===== src/hdl/ditp_pkg.sv =====
// Shared types and constants for the delimited integer token parser.
// No dependencies; imported by every other file in hdl.
package ditp_pkg;

    // Conversion phases of one token.
    localparam logic [1:0] PHASE_SPACE  = 2'd0;
    localparam logic [1:0] PHASE_DIGITS = 2'd1;
    localparam logic [1:0] PHASE_STOP   = 2'd2;

    // Configuration register indexes.
    localparam logic [1:0] REG_DELIM_MASK_0 = 2'd0;
    localparam logic [1:0] REG_DELIM_MASK_1 = 2'd1;
    localparam logic [1:0] REG_DELIM_MASK_2 = 2'd2;
    localparam logic [1:0] REG_DELIM_MASK_3 = 2'd3;

    localparam int unsigned MASK_W = 64;
    localparam int unsigned MAG_W  = 32;

    // Magnitude ceiling, and the largest positive result.
    localparam logic [MAG_W-1:0] MAG_CAP = 32'h8000_0000;
    localparam logic [MAG_W-1:0] POS_MAX = 32'h7FFF_FFFF;

    // Running state of the open token.
    typedef struct packed {
        logic             in_token;
        logic [1:0]       phase;
        logic             negative;
        logic [MAG_W-1:0] magnitude;
    } token_state_t;

    // One result item.
    typedef struct packed {
        logic [MAG_W-1:0] value;
        logic             valid;
        logic             done;
    } token_result_t;

    localparam token_state_t TOKEN_CLEAR = '{
        in_token:  1'b0,
        phase:     PHASE_SPACE,
        negative:  1'b0,
        magnitude: '0
    };

endpackage


===== src/hdl/ditp_step.sv =====
// One byte of token parsing: next token state and the result it may cause.
// Depends on ditp_pkg.
module ditp_step
    import ditp_pkg::*;
(
    input  token_state_t  state_cur,
    input  logic [7:0]    char_byte,
    input  logic          end_of_string,
    input  logic          is_delim,
    output token_state_t  state_new,
    output logic          emit,
    output token_result_t result
);

    logic             is_space;
    logic             is_sign;
    logic             is_digit;
    logic [3:0]       digit_val;
    logic [MAG_W+3:0] mag_times_ten;
    logic [MAG_W+3:0] mag_sum;
    token_state_t     fed;

    // Character classes.
    assign is_space  = (char_byte == 8'd32) || (char_byte >= 8'd9 && char_byte <= 8'd13);
    assign is_sign   = (char_byte == 8'd43) || (char_byte == 8'd45);
    assign is_digit  = (char_byte >= 8'd48) && (char_byte <= 8'd57);
    assign digit_val = 4'(char_byte - 8'd48);

    // Times ten as two shifted adds, then the digit, then the ceiling.
    assign mag_times_ten = {1'b0, state_cur.magnitude, 3'b000}
                         + {3'b000, state_cur.magnitude, 1'b0};
    assign mag_sum       = mag_times_ten + {{MAG_W{1'b0}}, digit_val};

    // Fold a non-delimiter byte into the token state.
    always_comb begin
        fed = state_cur;
        if (!is_delim) begin
            fed.in_token = 1'b1;
            if (state_cur.phase == PHASE_SPACE) begin
                if (is_space) begin
                    fed.phase = PHASE_SPACE;
                end else if (is_sign) begin
                    fed.negative = (char_byte == 8'd45);
                    fed.phase    = PHASE_DIGITS;
                end else if (is_digit) begin
                    fed.phase     = PHASE_DIGITS;
                    fed.magnitude = (mag_sum > {4'b0000, MAG_CAP}) ? MAG_CAP
                                                                   : mag_sum[MAG_W-1:0];
                end else begin
                    fed.phase = PHASE_STOP;
                end
            end else if (state_cur.phase == PHASE_DIGITS) begin
                if (is_digit) begin
                    fed.magnitude = (mag_sum > {4'b0000, MAG_CAP}) ? MAG_CAP
                                                                   : mag_sum[MAG_W-1:0];
                end else begin
                    fed.phase = PHASE_STOP;
                end
            end
        end
    end

    // A result comes at the string end, or at a delimiter closing an open token.
    assign emit = end_of_string || (is_delim && state_cur.in_token);

    always_comb begin
        result.valid = fed.in_token;
        result.done  = end_of_string;
        if (!fed.in_token) begin
            result.value = '0;
        end else if (fed.negative) begin
            result.value = '0 - fed.magnitude;
        end else if (fed.magnitude >= MAG_CAP) begin
            result.value = POS_MAX;
        end else begin
            result.value = fed.magnitude;
        end
    end

    // Every result closes the token.
    assign state_new = emit ? TOKEN_CLEAR : fed;

endmodule


===== src/hdl/ditp_out_buf.sv =====
// Two-entry output buffer that lets the parser run while a result waits.
// Depends on ditp_pkg.
module ditp_out_buf
    import ditp_pkg::*;
(
    input  logic          aclk,
    input  logic          aresetn,
    input  logic          push,
    input  token_result_t push_data,
    output logic          full,
    output logic          out_valid,
    input  logic          out_ready,
    output token_result_t out_data
);

    token_result_t entry_reg [2];
    logic [1:0]    count_reg;
    logic [1:0]    count_next;
    logic          pop;
    logic          wr_slot;

    assign pop       = out_valid && out_ready;
    assign out_valid = (count_reg != 2'd0);
    assign out_data  = entry_reg[0];
    assign full      = (count_reg == 2'd2);

    // The new item lands behind whatever stays after this cycle's pop.
    assign wr_slot    = (count_reg == 2'd2) || (count_reg == 2'd1 && !pop);
    assign count_next = count_reg + {1'b0, push} - {1'b0, pop};

    always_ff @(posedge aclk) begin
        if (!aresetn) begin
            count_reg <= 2'd0;
        end else begin
            count_reg <= count_next;
        end
    end

    // Payload shifts forward on a pop; a new item fills the slot behind it.
    always_ff @(posedge aclk) begin
        if (push && !wr_slot) begin
            entry_reg[0] <= push_data;
        end else if (pop) begin
            entry_reg[0] <= entry_reg[1];
        end
        if (push && wr_slot) begin
            entry_reg[1] <= push_data;
        end
    end

    // The count never passes two.
    a_count_range: assert property (@(posedge aclk) disable iff (!aresetn)
        count_reg != 2'd3)
        else $error("output buffer count out of range");

    // No item arrives while both entries are held.
    a_no_overflow: assert property (@(posedge aclk) disable iff (!aresetn)
        full |-> !push)
        else $error("output buffer overflow");

    // A held head item stays until it is taken.
    a_head_hold: assert property (@(posedge aclk) disable iff (!aresetn)
        (out_valid && !out_ready) |=> (out_valid && $stable(out_data)))
        else $error("output head item changed while stalled");

endmodule


===== src/hdl/delimited_integer_token_parser.sv =====
// A result item is written into the output buffer when the byte that closes its token is accepted.
// Throughput: one byte per cycle while input ready is high; the token state update is a loop through tok_reg.
// A two-entry output buffer keeps bytes flowing while one result waits;
// input ready drops only when both entries are held.
// Reset (synchronous, active low) clears the delimiter set, the open token
// and the output buffer.
module delimited_integer_token_parser
    import ditp_pkg::*;
(
    input  logic              aclk,
    input  logic              aresetn,
    // Configuration write port
    input  logic              cfg_wr_en,
    input  logic [1:0]        cfg_addr,
    input  logic [MASK_W-1:0] cfg_wdata,
    // Input bytes
    input  logic              s_valid,
    output logic              s_ready,
    input  logic [7:0]        s_char_byte,
    input  logic              s_end_of_string,
    // Results
    output logic              m_valid,
    input  logic              m_ready,
    output logic [31:0]       m_token_value,
    output logic              m_token_valid,
    output logic              m_string_done
);

    logic [MASK_W-1:0] mask_reg [4];
    token_state_t      tok_reg;
    token_state_t      tok_next;
    logic              accept;
    logic              is_delim;
    logic              emit;
    logic              buf_full;
    token_result_t     step_result;
    token_result_t     out_data;

    assign s_ready = !buf_full;
    assign accept  = s_valid && s_ready;

    // Delimiter set registers; the NUL byte never counts as a delimiter.
    always_ff @(posedge aclk) begin
        if (!aresetn) begin
            for (int i = 0; i < 4; i++) begin
                mask_reg[i] <= '0;
            end
        end else if (cfg_wr_en) begin
            mask_reg[cfg_addr] <= cfg_wdata;
        end
    end

    assign is_delim = (s_char_byte != 8'd0) && mask_reg[s_char_byte[7:6]][s_char_byte[5:0]];

    ditp_step u_step (
        .state_cur     (tok_reg),
        .char_byte     (s_char_byte),
        .end_of_string (s_end_of_string),
        .is_delim      (is_delim),
        .state_new     (tok_next),
        .emit          (emit),
        .result        (step_result)
    );

    // Token state advances on each accepted item.
    always_ff @(posedge aclk) begin
        if (!aresetn) begin
            tok_reg <= TOKEN_CLEAR;
        end else if (accept) begin
            tok_reg <= tok_next;
        end
    end

    ditp_out_buf u_out_buf (
        .aclk      (aclk),
        .aresetn   (aresetn),
        .push      (accept && emit),
        .push_data (step_result),
        .full      (buf_full),
        .out_valid (m_valid),
        .out_ready (m_ready),
        .out_data  (out_data)
    );

    assign m_token_value = out_data.value;
    assign m_token_valid = out_data.valid;
    assign m_string_done = out_data.done;

    // The magnitude never exceeds the ceiling.
    a_mag_cap: assert property (@(posedge aclk) disable iff (!aresetn)
        tok_reg.magnitude <= MAG_CAP)
        else $error("token magnitude above ceiling");

    // The last byte of a string always leaves the token closed.
    a_last_clears: assert property (@(posedge aclk) disable iff (!aresetn)
        (accept && s_end_of_string) |=> (!tok_reg.in_token && tok_reg.phase == PHASE_SPACE))
        else $error("token not closed after last byte");

    // An ordinary byte inside a string opens or continues a token.
    a_byte_opens: assert property (@(posedge aclk) disable iff (!aresetn)
        (accept && !s_end_of_string && !is_delim) |=> tok_reg.in_token)
        else $error("token not open after an ordinary byte");

endmodule

===== config.mk =====
export PLATFORM = sky130hd
export DESIGN_NAME = delimited_integer_token_parser
export DESIGN_NICKNAME = d
export VERILOG_FILES = /design/src/hdl/ditp_pkg.sv /design/src/hdl/ditp_step.sv /design/src/hdl/ditp_out_buf.sv /design/src/hdl/delimited_integer_token_parser.sv
export SDC_FILE = /design/constraint.sdc
export NUM_CORES = 1
export LEC_CHECK = 0
export BUFFER_PORTS_ARGS = -buffer_cell sky130_fd_sc_hd__buf_2
export CAP_MARGIN = 0
export CORE_ASPECT_RATIO = 1.4
export CORE_MARGIN = 2
export CORE_UTILIZATION = 50
export DETAILED_ROUTE_END_ITERATION = 10
export GPL_ROUTABILITY_DRIVEN = 0
export PLACE_DENSITY = 0.77
export SLEW_MARGIN = 20
export SYNTH_ARGS = -nofsm -noshare
export SYNTH_HDL_FRONTEND = slang
export SYNTH_SLANG_ARGS = --single-unit

===== constraint.sdc =====
create_clock -name aclk -period 24.6 [get_ports aclk]
set_clock_uncertainty 0.2 [all_clocks]
set_input_delay 6.15 -clock aclk [delete_from_list [all_inputs] [get_ports aclk]]
set_output_delay 6.15 -clock aclk [all_outputs]
set_load 0.02 [all_outputs]

==> impl_metrics.json <==
{
  "status": "completed",
  "ctsHoldBuffers": 0,
  "place.port_buffers": 115,
  "fp.dieW_um": 176,
  "grt_pass1_vias": 15400,
  "syn-num-nets": 1996,
  "start_util_pct": 50.6,
  "cts_tree": "built",
  "ios": 116,
  "firstDrtPassIters": 6,
  "tightest_slew_ns": 1.12,
  "finalHoldViolCount": 0,
  "cts-root-buf": "clkbuf_16",
  "clock.fmax_mhz": 83.7,
  "synthArstFlopShare_pct": 0,
  "end_kind": "register",
  "drv_slew": 0,
  "clkTransAtPathRegs_ns": 0.06,
  "grt_max_degree": 68,
  "grt-ovfl-total": 0,
  "finalCoreUtilization_pct": 55.1,
  "grt_pass1_wl_mm": 84.4,
  "route.detailed.drc": 0,
  "synthCells": 1848,
  "synth_area_leaders": "edfxtp_1 (47%), and2_1 (6.8%), mux2i_1 (4.8%), ha_1 (4.0%), dfxtp_1 (3.7%)",
  "dieArea_um2": 43200,
  "syn_area_um2": 20800,
  "period_share_pct": 48.6,
  "antenna_found_initial": 7,
  "ys_types": 97,
  "clk_latency_ns": 0.54,
  "p_total_mw": 1.54,
  "timing.setup.tns_ns": 0,
  "yosys_register_bits": 362,
  "cp-start-kind": "input port",
  "layout_setup_ws_ns": 12.65,
  "p_leak_nw": 9.00,
  "synth_top_cell_by_area": "edfxtp_1",
  "avgSynthCellArea_um2": 11.2,
  "synth.top_cell.area_share_pct": 46.8,
  "min_path_type": "register to register",
  "synth.most_common_cell": "edfxtp_1",
  "wl_per_cell_um": 22.3,
  "reg2regPathDepth": 19,
  "core_um2": 41100,
  "post_cts_buffers": 0,
  "cts.htree.levels": 2,
  "synthTopCellsByCount": "edfxtp_1 (324), and2_1 (227), nand2_1 (124)",
  "rows": 88,
  "clock-sinks": 362,
  "drt-initial-drc-count": 1618,
  "peakVddDrop_mv": 0.0652,
  "post-place-ws_ns": 12.29,
  "crit_fanout": 66,
  "synth_edf_count": 324,
  "grt_setup_unrepaired": "no",
  "yosysWarningCount": 0,
  "routed_via_density": 6.26,
  "crit_required_ns": 24.65,
  "wl_mm": 54.6,
  "cap_violations": 0,
  "min_delay_path_depth": 2,
  "cts_max_path_buffers": 3,
  "die_y_um": 245,
  "track_usage_pct": 25.1,
  "vias": 15300,
  "ant_nets": 0,
  "min_period_ns": 11.95,
  "drive_gt1_share_pct": 14.3,
  "largest_reg_flops": 256,
  "synthFlopType": "edfxtp_1",
  "finalNetCount": 2033,
  "setup_viol": 0,
  "cp.arrival_ns": 11.99,
  "max_slew_margin_pct": 25.1,
  "path_class": "input port to register",
  "powerDensity_nw_per_um2": 68.0,
  "seq_area_frac_synth_pct": 50.5,
  "cts-buffers-inserted": 36,
  "cts_resized": 0,
  "dp_hpwl_mm": 36.0,
  "area_growth_syn_to_layout_pct": 8.98
}
placed cells by master (no fill, tap or decap), types with 42 or more instances in the layout:
| master | instances |
|---|---|
| nand2_1 | 123 |
| o21ai_0 | 58 |
| mux2i_1 | 100 |
| edfxtp_1 | 324 |
| a22oi_1 | 66 |
| and2_1 | 227 |
| nor2_1 | 72 |
| and3_1 | 74 |
| buf_2 | 114 |
| a21oi_1 | 78 |
| nand3_1 | 42 |
| ha_1 | 66 |
per-stage QoR:
step | cells | hold slack, ns | instance area [um2]
final | 2450 | 0.288 | 22600
after global routing | 2448 | 0.307 | 22600
after CTS | 2446 | 0.286 | 22600
after detailed placement | 2387 | 0.277 | 21500
after global placement | 2387 | 0.268 | 21500
after floorplan | 1848 | 0.258 | 20800
area by class of cell:
cell class	instances	area, um2
diodes	4	10.0
well taps	540	676
fillers	3444	18400
repair buffers	141	777
clock buffers	46	991
flip-flops and latches	362	10500
inverters	23	86.3
clock inverters	13	134
multi-input cells	1321	9480
report_power, final:
| group | switching [mW] | total (mW) | internal [mW] |
|---|---|---|---|
| registers | 0.0187 | 0.761 | 0.742 |
| clock network | 0.228 | 0.533 | 0.306 |
| logic | 0.165 | 0.244 | 0.0788 |
| total | 0.412 | 1.54 | 1.13 |
final timing paths:
check             slack (ns)                          to            from
setup / recovery       12.65  u_out_buf.entry_reg[0][62]  s_char_byte[7]
hold / removal          0.29                 tok_reg[35]     tok_reg[35]
setup reg to reg       18.25  u_out_buf.entry_reg[0][62]      tok_reg[0]
hold reg to reg         0.29                 tok_reg[35]     tok_reg[35]
critical path: stages:
cell	delay [ns]
buf_6	0.42
buf_4	0.93
mux2i_1	0.31
a22oi_1	0.11
nand3_1	0.11
nand4_1	0.17
nand2_1	0.23
nand4_4	0.53
inv_1	0.51
a22o_1	0.32
ha_1	0.24
nand3_1	0.18
a2111oi_4	0.67
nand2_4	0.18
a2111oi_4	0.34
mux2i_1	0.32
a211oi_2	0.08
routing by layer:
metal | vias to the layer above | GRT usage (%) | wire length, um
met3 | 220 | 3.75 | 3260
met1 | 7467 | 27.6 | 19500
met4 | 8 | 14.8 | 3530
met5 | - | 0 | 58
met2 | 654 | 45.7 | 28300
li1 | 6997 | - | -
cells by family after synthesis:
| kind of cell | after synthesis | synth area share (%) |
|---|---|---|
| AND/OR/NAND/NOR | 684 | 18.4 |
| buffers and inverters | 165 | 4.13 |
| multiplexers | 133 | 7.58 |
| AO/OA/AOI/OAI | 398 | 13.6 |
| XOR/XNOR | 38 | 1.60 |
| flip-flops | 362 | 50.5 |
| adder cells (fa/ha/maj) | 68 | 4.17 |
No activity file was read; power rests on OpenSTA's default activity.
